File: src/sv/dgram_pkg.sv
// shared types, constants and command/status structs for the depth gram accumulator
// no dependencies; used by every module of the block by scoped names
`default_nettype none

package dgram_pkg;

  // frame geometry
  localparam int FRAME_WIDTH  = 640;
  localparam int FRAME_HEIGHT = 480;
  localparam int COL_W        = $clog2(FRAME_WIDTH);
  localparam int ROW_W        = $clog2(FRAME_HEIGHT);
  localparam logic [COL_W-1:0] COL_LAST = COL_W'(FRAME_WIDTH - 1);
  localparam logic [ROW_W-1:0] ROW_LAST = ROW_W'(FRAME_HEIGHT - 1);

  // field widths
  localparam int DEPTH_W     = 16;
  localparam int SLOPE_W     = 17;
  localparam int TERM_W      = 64;
  localparam int NTERMS      = 6;
  localparam int NENTRIES    = 36;
  localparam int IDX_W       = 6;
  localparam int Q_SHIFT     = 16;
  localparam int IN_TDATA_W  = 48;
  localparam int OUT_TDATA_W = 392;

  localparam logic [IDX_W-1:0]        LAST_ENTRY = IDX_W'(NENTRIES - 1);
  localparam logic [2:0]              LAST_TERM  = 3'(NTERMS - 1);
  localparam logic signed [TERM_W-1:0] NEG_ONE_Q = -(TERM_W'(64'sd1) <<< Q_SHIFT);

  // configuration register indexes
  localparam int CFG_IDX_W = 2;
  localparam logic [CFG_IDX_W-1:0] CFG_SLOPE_X = 2'd0;
  localparam logic [CFG_IDX_W-1:0] CFG_SLOPE_Y = 2'd1;

  // shared multiplier and small products
  localparam int MUL_W      = 33;
  localparam int PROD_W     = 40;
  localparam int PREP_STEPS = 11;
  localparam logic [3:0] PREP_LAST = 4'(PREP_STEPS - 1);

  // rounding divider
  localparam int DIV_W     = 45;
  localparam int DIV_LANES = 3;
  localparam int DIV_CNT_W = $clog2(DIV_W);
  localparam int REM_W     = 17;

  typedef logic [DIV_W-1:0] dgram_dvd_t;

  // multiplier operations, prep products first in step order
  typedef enum logic [3:0] {
    MOP_SX_J, MOP_SY_I, MOP_I_D, MOP_I_I, MOP_J_J, MOP_SX_I, MOP_SY_J,
    MOP_M1_I, MOP_SY_M4, MOP_SX_M5, MOP_M7_I,
    MOP_A0B0, MOP_A0B1, MOP_A1B0, MOP_A1B1, MOP_NONE
  } dgram_mop_t;

  typedef enum logic [3:0] {
    S_IDLE, S_PREP, S_TERMS, S_DIV, S_PIX,
    S_G_ABS, S_G_P00, S_G_P01, S_G_P10, S_G_P11,
    S_G_MID, S_G_RND, S_G_CLAMP, S_G_ACC, S_RD, S_DUMP
  } dgram_state_t;

  typedef struct packed {
    logic             load;
    dgram_mop_t       mop;
    logic             terms;
    logic             div_take;
    logic             emit_pix;
    logic             g_abs;
    logic             g_mid;
    logic             g_rnd;
    logic             g_clamp;
    logic             g_acc;
    logic             g_adv;
    logic             row_wrap;
    logic             rd;
    logic             emit_gram;
    logic [IDX_W-1:0] entry;
  } dgram_cmd_t;

  typedef struct packed {
    logic div_done;
    logic out_free;
    logic frame_end;
  } dgram_sts_t;

endpackage

`default_nettype wire

File: src/sv/dgram_ctrl.sv
// sequencer for pixel terms, gram accumulation and end-of-frame readout
// depends on dgram_pkg; drives the datapath through dgram_cmd_t
`default_nettype none

module dgram_ctrl (
  input  wire logic                  clk,
  input  wire logic                  rst_n,
  input  wire logic                  in_tvalid,
  output logic                       in_tready,
  input  wire dgram_pkg::dgram_sts_t sts,
  output dgram_pkg::dgram_cmd_t      cmd
);

  dgram_pkg::dgram_state_t        state_r, state_nxt;
  logic [3:0]                     step_r, step_nxt;
  logic [2:0]                     c_r, c_nxt;
  logic [dgram_pkg::IDX_W-1:0]    k_r, k_nxt;

  // state register
  always_ff @(posedge clk) begin
    if (!rst_n) begin
      state_r <= dgram_pkg::S_IDLE;
      step_r  <= '0;
      c_r     <= '0;
      k_r     <= '0;
    end else begin
      state_r <= state_nxt;
      step_r  <= step_nxt;
      c_r     <= c_nxt;
      k_r     <= k_nxt;
    end
  end

  // next state and commands
  always_comb begin
    state_nxt = state_r;
    step_nxt  = step_r;
    c_nxt     = c_r;
    k_nxt     = k_r;
    in_tready = 1'b0;
    cmd       = '0;
    cmd.mop   = dgram_pkg::MOP_NONE;
    cmd.entry = k_r;
    unique case (state_r)
      dgram_pkg::S_IDLE: begin
        in_tready = 1'b1;
        if (in_tvalid) begin
          cmd.load  = 1'b1;
          step_nxt  = '0;
          state_nxt = dgram_pkg::S_PREP;
        end
      end
      dgram_pkg::S_PREP: begin
        cmd.mop = dgram_pkg::dgram_mop_t'(step_r);
        if (step_r == dgram_pkg::PREP_LAST) state_nxt = dgram_pkg::S_TERMS;
        else step_nxt = step_r + 1'b1;
      end
      dgram_pkg::S_TERMS: begin
        cmd.terms = 1'b1;
        state_nxt = dgram_pkg::S_DIV;
      end
      dgram_pkg::S_DIV: begin
        if (sts.div_done) begin
          cmd.div_take = 1'b1;
          state_nxt    = dgram_pkg::S_PIX;
        end
      end
      dgram_pkg::S_PIX: begin
        if (sts.out_free) begin
          cmd.emit_pix = 1'b1;
          c_nxt        = '0;
          k_nxt        = '0;
          state_nxt    = dgram_pkg::S_G_ABS;
        end
      end
      dgram_pkg::S_G_ABS: begin
        cmd.g_abs = 1'b1;
        state_nxt = dgram_pkg::S_G_P00;
      end
      dgram_pkg::S_G_P00: begin
        cmd.mop   = dgram_pkg::MOP_A0B0;
        state_nxt = dgram_pkg::S_G_P01;
      end
      dgram_pkg::S_G_P01: begin
        cmd.mop   = dgram_pkg::MOP_A0B1;
        state_nxt = dgram_pkg::S_G_P10;
      end
      dgram_pkg::S_G_P10: begin
        cmd.mop   = dgram_pkg::MOP_A1B0;
        state_nxt = dgram_pkg::S_G_P11;
      end
      dgram_pkg::S_G_P11: begin
        cmd.mop   = dgram_pkg::MOP_A1B1;
        state_nxt = dgram_pkg::S_G_MID;
      end
      dgram_pkg::S_G_MID: begin
        cmd.g_mid = 1'b1;
        state_nxt = dgram_pkg::S_G_RND;
      end
      dgram_pkg::S_G_RND: begin
        cmd.g_rnd = 1'b1;
        state_nxt = dgram_pkg::S_G_CLAMP;
      end
      dgram_pkg::S_G_CLAMP: begin
        cmd.g_clamp = 1'b1;
        state_nxt   = dgram_pkg::S_G_ACC;
      end
      dgram_pkg::S_G_ACC: begin
        cmd.g_acc    = 1'b1;
        cmd.g_adv    = 1'b1;
        cmd.row_wrap = c_r == dgram_pkg::LAST_TERM;
        c_nxt        = (c_r == dgram_pkg::LAST_TERM) ? '0 : c_r + 1'b1;
        if (k_r == dgram_pkg::LAST_ENTRY) begin
          k_nxt     = '0;
          state_nxt = sts.frame_end ? dgram_pkg::S_RD : dgram_pkg::S_IDLE;
        end else begin
          k_nxt     = k_r + 1'b1;
          state_nxt = dgram_pkg::S_G_ABS;
        end
      end
      dgram_pkg::S_RD: begin
        cmd.rd    = 1'b1;
        state_nxt = dgram_pkg::S_DUMP;
      end
      dgram_pkg::S_DUMP: begin
        if (sts.out_free) begin
          cmd.emit_gram = 1'b1;
          if (k_r == dgram_pkg::LAST_ENTRY) begin
            k_nxt     = '0;
            state_nxt = dgram_pkg::S_IDLE;
          end else begin
            k_nxt     = k_r + 1'b1;
            state_nxt = dgram_pkg::S_RD;
          end
        end
      end
      default: state_nxt = dgram_pkg::S_IDLE;
    endcase
  end

endmodule

`default_nettype wire

File: config.mk
export PLATFORM = sky130hd
export DESIGN_NAME = dgram_ctrl
export DESIGN_NICKNAME = d
export VERILOG_FILES = /design/src/sv/dgram_pkg.sv /design/src/sv/dgram_ctrl.sv
export SDC_FILE = /design/constraint.sdc
export NUM_CORES = 1
export LEC_CHECK = 0
export BUFFER_PORTS_ARGS = -buffer_cell sky130_fd_sc_hd__buf_2
export CAP_MARGIN = 20
export CORE_ASPECT_RATIO = 0.75
export CORE_MARGIN = 2
export CORE_UTILIZATION = 53
export DETAILED_ROUTE_END_ITERATION = 8
export HOLD_SLACK_MARGIN = 0.03
export PLACE_DENSITY = 0.79
export SLEW_MARGIN = 30
export SYNTH_ARGS = -nofsm -noshare
export SYNTH_HDL_FRONTEND = slang
export SYNTH_SLANG_ARGS = --single-unit
File: constraint.sdc
create_clock -name clk -period 2 [get_ports clk]
set_input_delay 0.1 -clock clk [delete_from_list [all_inputs] [get_ports clk]]
set_output_delay 0.1 -clock clk [all_outputs]
set_load 0.01 [all_outputs]
* Word level (Yosys, flattened, before mapping)
Cells that the tools add are included.
** Word-level totals
- Output and inout port bits :: 24
- Input bits :: 6
- Register bits after elaboration :: 17
** Cells by class
- Add/sub/neg operators :: 3
- Reduce and logical (&&, ||, !) cells :: 8
- Multiplexer cells :: 35
- Eq/ne operators :: 24
** Operators with widths (number)
- $pmux 4 s16 :: 1
- $mux 4 :: 10
- $eq 4x4->1 const B :: 9
- $pmux 4 s5 :: 1
- $mux 6 :: 3
- $pmux 6 s3 :: 1
- $eq 4x3->1 const B :: 4
- $mux 1 :: 14
- $ne 2x2->1 const B :: 6
- $mux 3 :: 3
- $eq 4x2->1 const B :: 2
- $pmux 4 s2 :: 1
- $add 6x1->6 const B :: 1
- $eq 6x6->1 const B :: 1
- $pmux 3 s2 :: 1
- $reduce_and 3->1 :: 2
- $reduce_and 5->1 :: 1
- $add 4x1->4 const B :: 1
- $eq 4x1->1 const B :: 1
- $logic_not 4->1 :: 1
- $reduce_bool 2->1 :: 2
- $add 3x1->3 const B :: 1
- $eq 3x3->1 const B :: 1
- $reduce_bool 3->1 :: 1
- $reduce_and 2->1 :: 1

* Longest topological paths before layout
- Word-level depth :: 4
- Mapped depth :: 6
- Mapped depth without buffers :: 6

* Worst setup path before layout
Ideal clock, no wire load.
- Path type :: reg-to-reg
- Start point :: reg k_r[0] (netlist bit)
- End point :: reg k_r[4] (netlist bit)
- Path slack :: 478 ps
- Data arrival time :: 1395 ps
- Library setup time :: 127 ps
- Cell stages (with the launch flop) :: 7
- Cells stage by stage :: dfxtp_1 > ha_1 > clkbuf_1 > and3_2 > a211oi_1 > o311ai_1 > o21ai_1
** Between the ends
- Word-level cells in the longest chain between the ends :: 4
- Elaborated cells between the ends (all ways) :: 5
- Classes of those cells :: add/sub (1); eq/ne (1); mux (3)
** RTL lines
- from (decl) :: line dgram_ctrl.sv:17 : logic [dgram_pkg::IDX_W-1:0] k_r, k_nxt;
- from (signal assigned) :: line dgram_ctrl.sv:30 : k_r <= k_nxt;
- $add 6x1->6 or $eq 6x6->1 (tied branches)
- $mux 6 * :: line dgram_ctrl.sv:113, dgram_ctrl.sv:128
- $mux 6 :: line dgram_ctrl.sv:126 : if (sts.out_free) begin
- $pmux 6 s3 * :: line dgram_ctrl.sv:44 : unique case (state_r)
Every way passes the cells marked *; elsewhere a longest branch is shown, timed or not. The select of a mux whose other input is x is not followed.
A chain may end at the register's enable or synchronous reset.

==> key figures <==
Global route
  – GRT Total Usage: 24.14%
  – Largest net degree at the start of global routing: 25
  – GRT Residual Overflow: 0
  – Initial antenna violation count: 0
  – Vias in the first global route: 1,154
  – Global-route wire length before repair: 5099 µm

Power and ir drop
  – Power Density: approximately 600 mW/mm²
  – Maximum VDD drop: 0.0003575 V
  – Lkg Pwr: 0.5890 nW
  – Final Total Pwr: 853.7 µW

Cells and area
  – Multi-input gate area: around 840 µm²
  – Non-filler instance count after layout: around 220
  – Synth-to-layout area growth: 14.55%
  – Register Area: 342.8 µm²
  – Share of layout cells above drive strength 1: 28.04%
  – Nets: 199
  – Fillers: 215
  – Ant diodes: 0

Clock network
  – Reg clk slew, reported paths: 0.10 ns
  – Hold Buf Count CTS: 0
  – H-tree levels: 1
  – CTS tree: yes
  – Clk sinks: 17
  – Root buf cell: clkbuf_4
  – TritonCTS Buffers: 3
  – Clock latency on the worst-skew pair: 0.29 ns
  – CTS Buffer Depth: 2

Detailed routing
  – Final wirelength: roughly 3200 µm
  – Drt drc: 0
  – TritonRoute pass-1 iters: 5
  – Via density: 6.063
  – Avg WL per Cell: 14.20 µm
  – Vias: approximately 1,400
  – DRT antenna net count: 0
  – Initial DRC count: 85

Die
  – Die H: 46.44 µm
  – Row cnt: 15
  – Die Wd: 60.58 µm
  – DIE AREA: between 0.002 and 0.003 mm²
  – Initial Utilization: roughly 56%
  – Placeable Area: ~0.0023 mm²
  – I/O pins: 30

Timing
  – Post-route setup TNS: 0 ns
  – Worst-Margin Slew: 0.5063 ns
  – Worst slew margin: 66.09%
  – Final setup vio count: 0
  – Min Tclk post-route: 1.837 ns
  – Max frequency: around 0.54 GHz
  – Period utilisation layout: 91.86%
  – Skew final: 0.004058 ns
  – Pins Over Slew Limit: 0
  – RSZ-0062 raised after global routing: no
  – Final Hold Viols: 0

Synthesis
  – Flops & latches, synth: 17
  – Net Count, Synth: ~170
  – Register area share after synthesis: a little over a quarter
  – Ys async rst share: 0%
  – Avg Cell Area, Syn: ~7.8 µm²
  – Number of cells produced by synthesis: 163
  – Number of synthesized flops with an enable pin: 0
  – Post-synth cell types: 48
  – Ys Warns: 0
  – Synth Flop Type: dfxtp_1
  – Mapped cell area: about 0.0013 mm²

Worst setup path
  – Worst EP required: 1.90 ns
  – Setup crit end kind: output pin
  – Bufs and invs on worst path: 1
  – Crit path arrival time: 1.74 ns
  – Worst path top cell family by delay: simple AND/OR/NAND/NOR gates
  – Critical setup path kind: reg -> out
  – Crit-path cells: nor2b_1 -> nand2_1 -> or2_2 -> buf_2
  – CP peak stage delay: 0.57 ns
  – Worst-path cell with the longest stage delay: dfxtp_1
  – Worst Path Max Fanout: 12
  – Setup crit start kind: register

Run
  – Max-cap viol count: 0

Placement
  – Post-DP HPWL: 2378 µm
  – Buffers on Ports: 29
  – Cell total after placement: 219
  – Gpl congestion: between 0.9 and 1

Min path
  – Min-delay worst type: in -> reg

Outcome
  – Outcome: finished clean
-- path summary, 6_finish.rpt --
kind	from	endpoint	slack, ns	cells past startpoint
setup / recovery	state_r[0]	cmd[21]	0.16	4
hold / removal	rst_n	k_r[3]	0.14	3
setup reg to reg	state_r[0]	step_r[3]	0.27	4
hold reg to reg	c_r[2]	c_r[2]	0.50	2
-- sequential cells by signal, indices dropped and copies added (netlist names) --
signal / count
k_r: 6
step_r: 4
c_r: 3
state_r: 4
-- layout make-up --
| cell class | count | area share (%) |
|---|---|---|
| multi-input cells | 128 | 57.68 |
| inverters | 6 | 1.545 |
| repair buffers | 34 | 12.53 |
| flip-flops and latches | 17 | 23.52 |
| well taps | 34 | 2.918 |
| clock buffers | 4 | 1.803 |
-- through the flow --
stage / util [%] / worst slack, ns / hold slack [ns] / cell area (µm²)
2_1_floorplan: - / 0.4778 / 0.2430 / 1272
3_3_place_gp: 62.40 / 0.3047 / 0.4485 / 1429
5_1_grt: 63.66 / 0.05177 / 0.1441 / 1458
4_1_cts: 63.55 / 0.03161 / 0.1382 / 1455
3_5_place_dp: 62.40 / 0.2208 / 0.4518 / 1429
6_report: 63.66 / 0.1629 / 0.1440 / 1458
-- cells in the final DEF, fill, tap and decap left out, drive strengths merged, types with 3 or more instances in the layout --
| master | instances |
|---|---|
| a211oi | 6 |
| a21oi | 13 |
| a31oi | 4 |
| and2 | 4 |
| and3 | 9 |
| buf | 34 |
| clkbuf | 4 |
| dfxtp | 17 |
| ha | 3 |
| inv | 6 |
| nand2 | 9 |
| nand2b | 5 |
| nand3 | 8 |
| nor2 | 6 |
| nor2b | 3 |
| nor3 | 8 |
| o21ai | 15 |
| o22ai | 4 |
| or3 | 6 |
-- layer usage --
| metal | track usage, % | wire (µm) | up-vias |
|---|---|---|---|
| met5 | 0 | 0 | - |
| met4 | 5.217 | 38 | 0 |
| met3 | 5.899 | 271 | 8 |
| met2 | 36.34 | 1354 | 66 |
| met1 | 34.85 | 1503 | 605 |
| li1 | - | - | 673 |
-- cell usage after synthesis (all sizes together) (2+ instances only) --
master  count  area, µm²
nand3       8      40.04
or2         2      12.51
nor4b       2      32.53
a21oi      13      65.06
clkbuf      3      11.26
o22ai       4      25.02
dfxtp      17      340.3
nand2b      5      31.28
nand4       2      12.51
nor2        6      27.52
ha          3      37.54
inv         6      22.52
nor2b       3      18.77
a211oi      6      55.05
nand2       9      36.29
and3        9      57.56
buf         9      57.55
o311ai      2      17.52
nor3        8      40.04
or3         6      37.54
nand4b      2      17.52
and2        4      27.53
a31oi       4      25.02
o21ai      15      75.07
a211o       2      18.77
and3b       2      17.52
-- worst reg2reg max path, stage by stage (launching register included) --
cell     delay, ns
dfxtp_1       0.57
nor2b_1       0.34
a32oi_2       0.21
or3_1         0.38
a21oi_1       0.15
-- logic make-up (layout without fill, tap and decap cells) --
family,after synthesis,count (layout),synth area share [%]
buf+inv,18,44,7.177
fa+ha+maj,3,3,2.950
xor+xnor,1,1,0.6884
flops,17,17,26.75
simple gates,73,73,35.79
compound gates,51,51,26.65
-- power by group --
| part | internal (mW) | switching [mW] | leakage [nW] |
|---|---|---|---|
| sequential | 0.352 | 0.0393 | 0.138 |
| clock | 0.0777 | 0.110 | 0.0150 |
| combinational | 0.122 | 0.153 | 0.436 |
-- timing repair --
item	in CTS	in global routing
setup endpoints to repair	0	7
setup buffers	0	0
resized for setup	0	2
(Power assumes the default switching activity.)
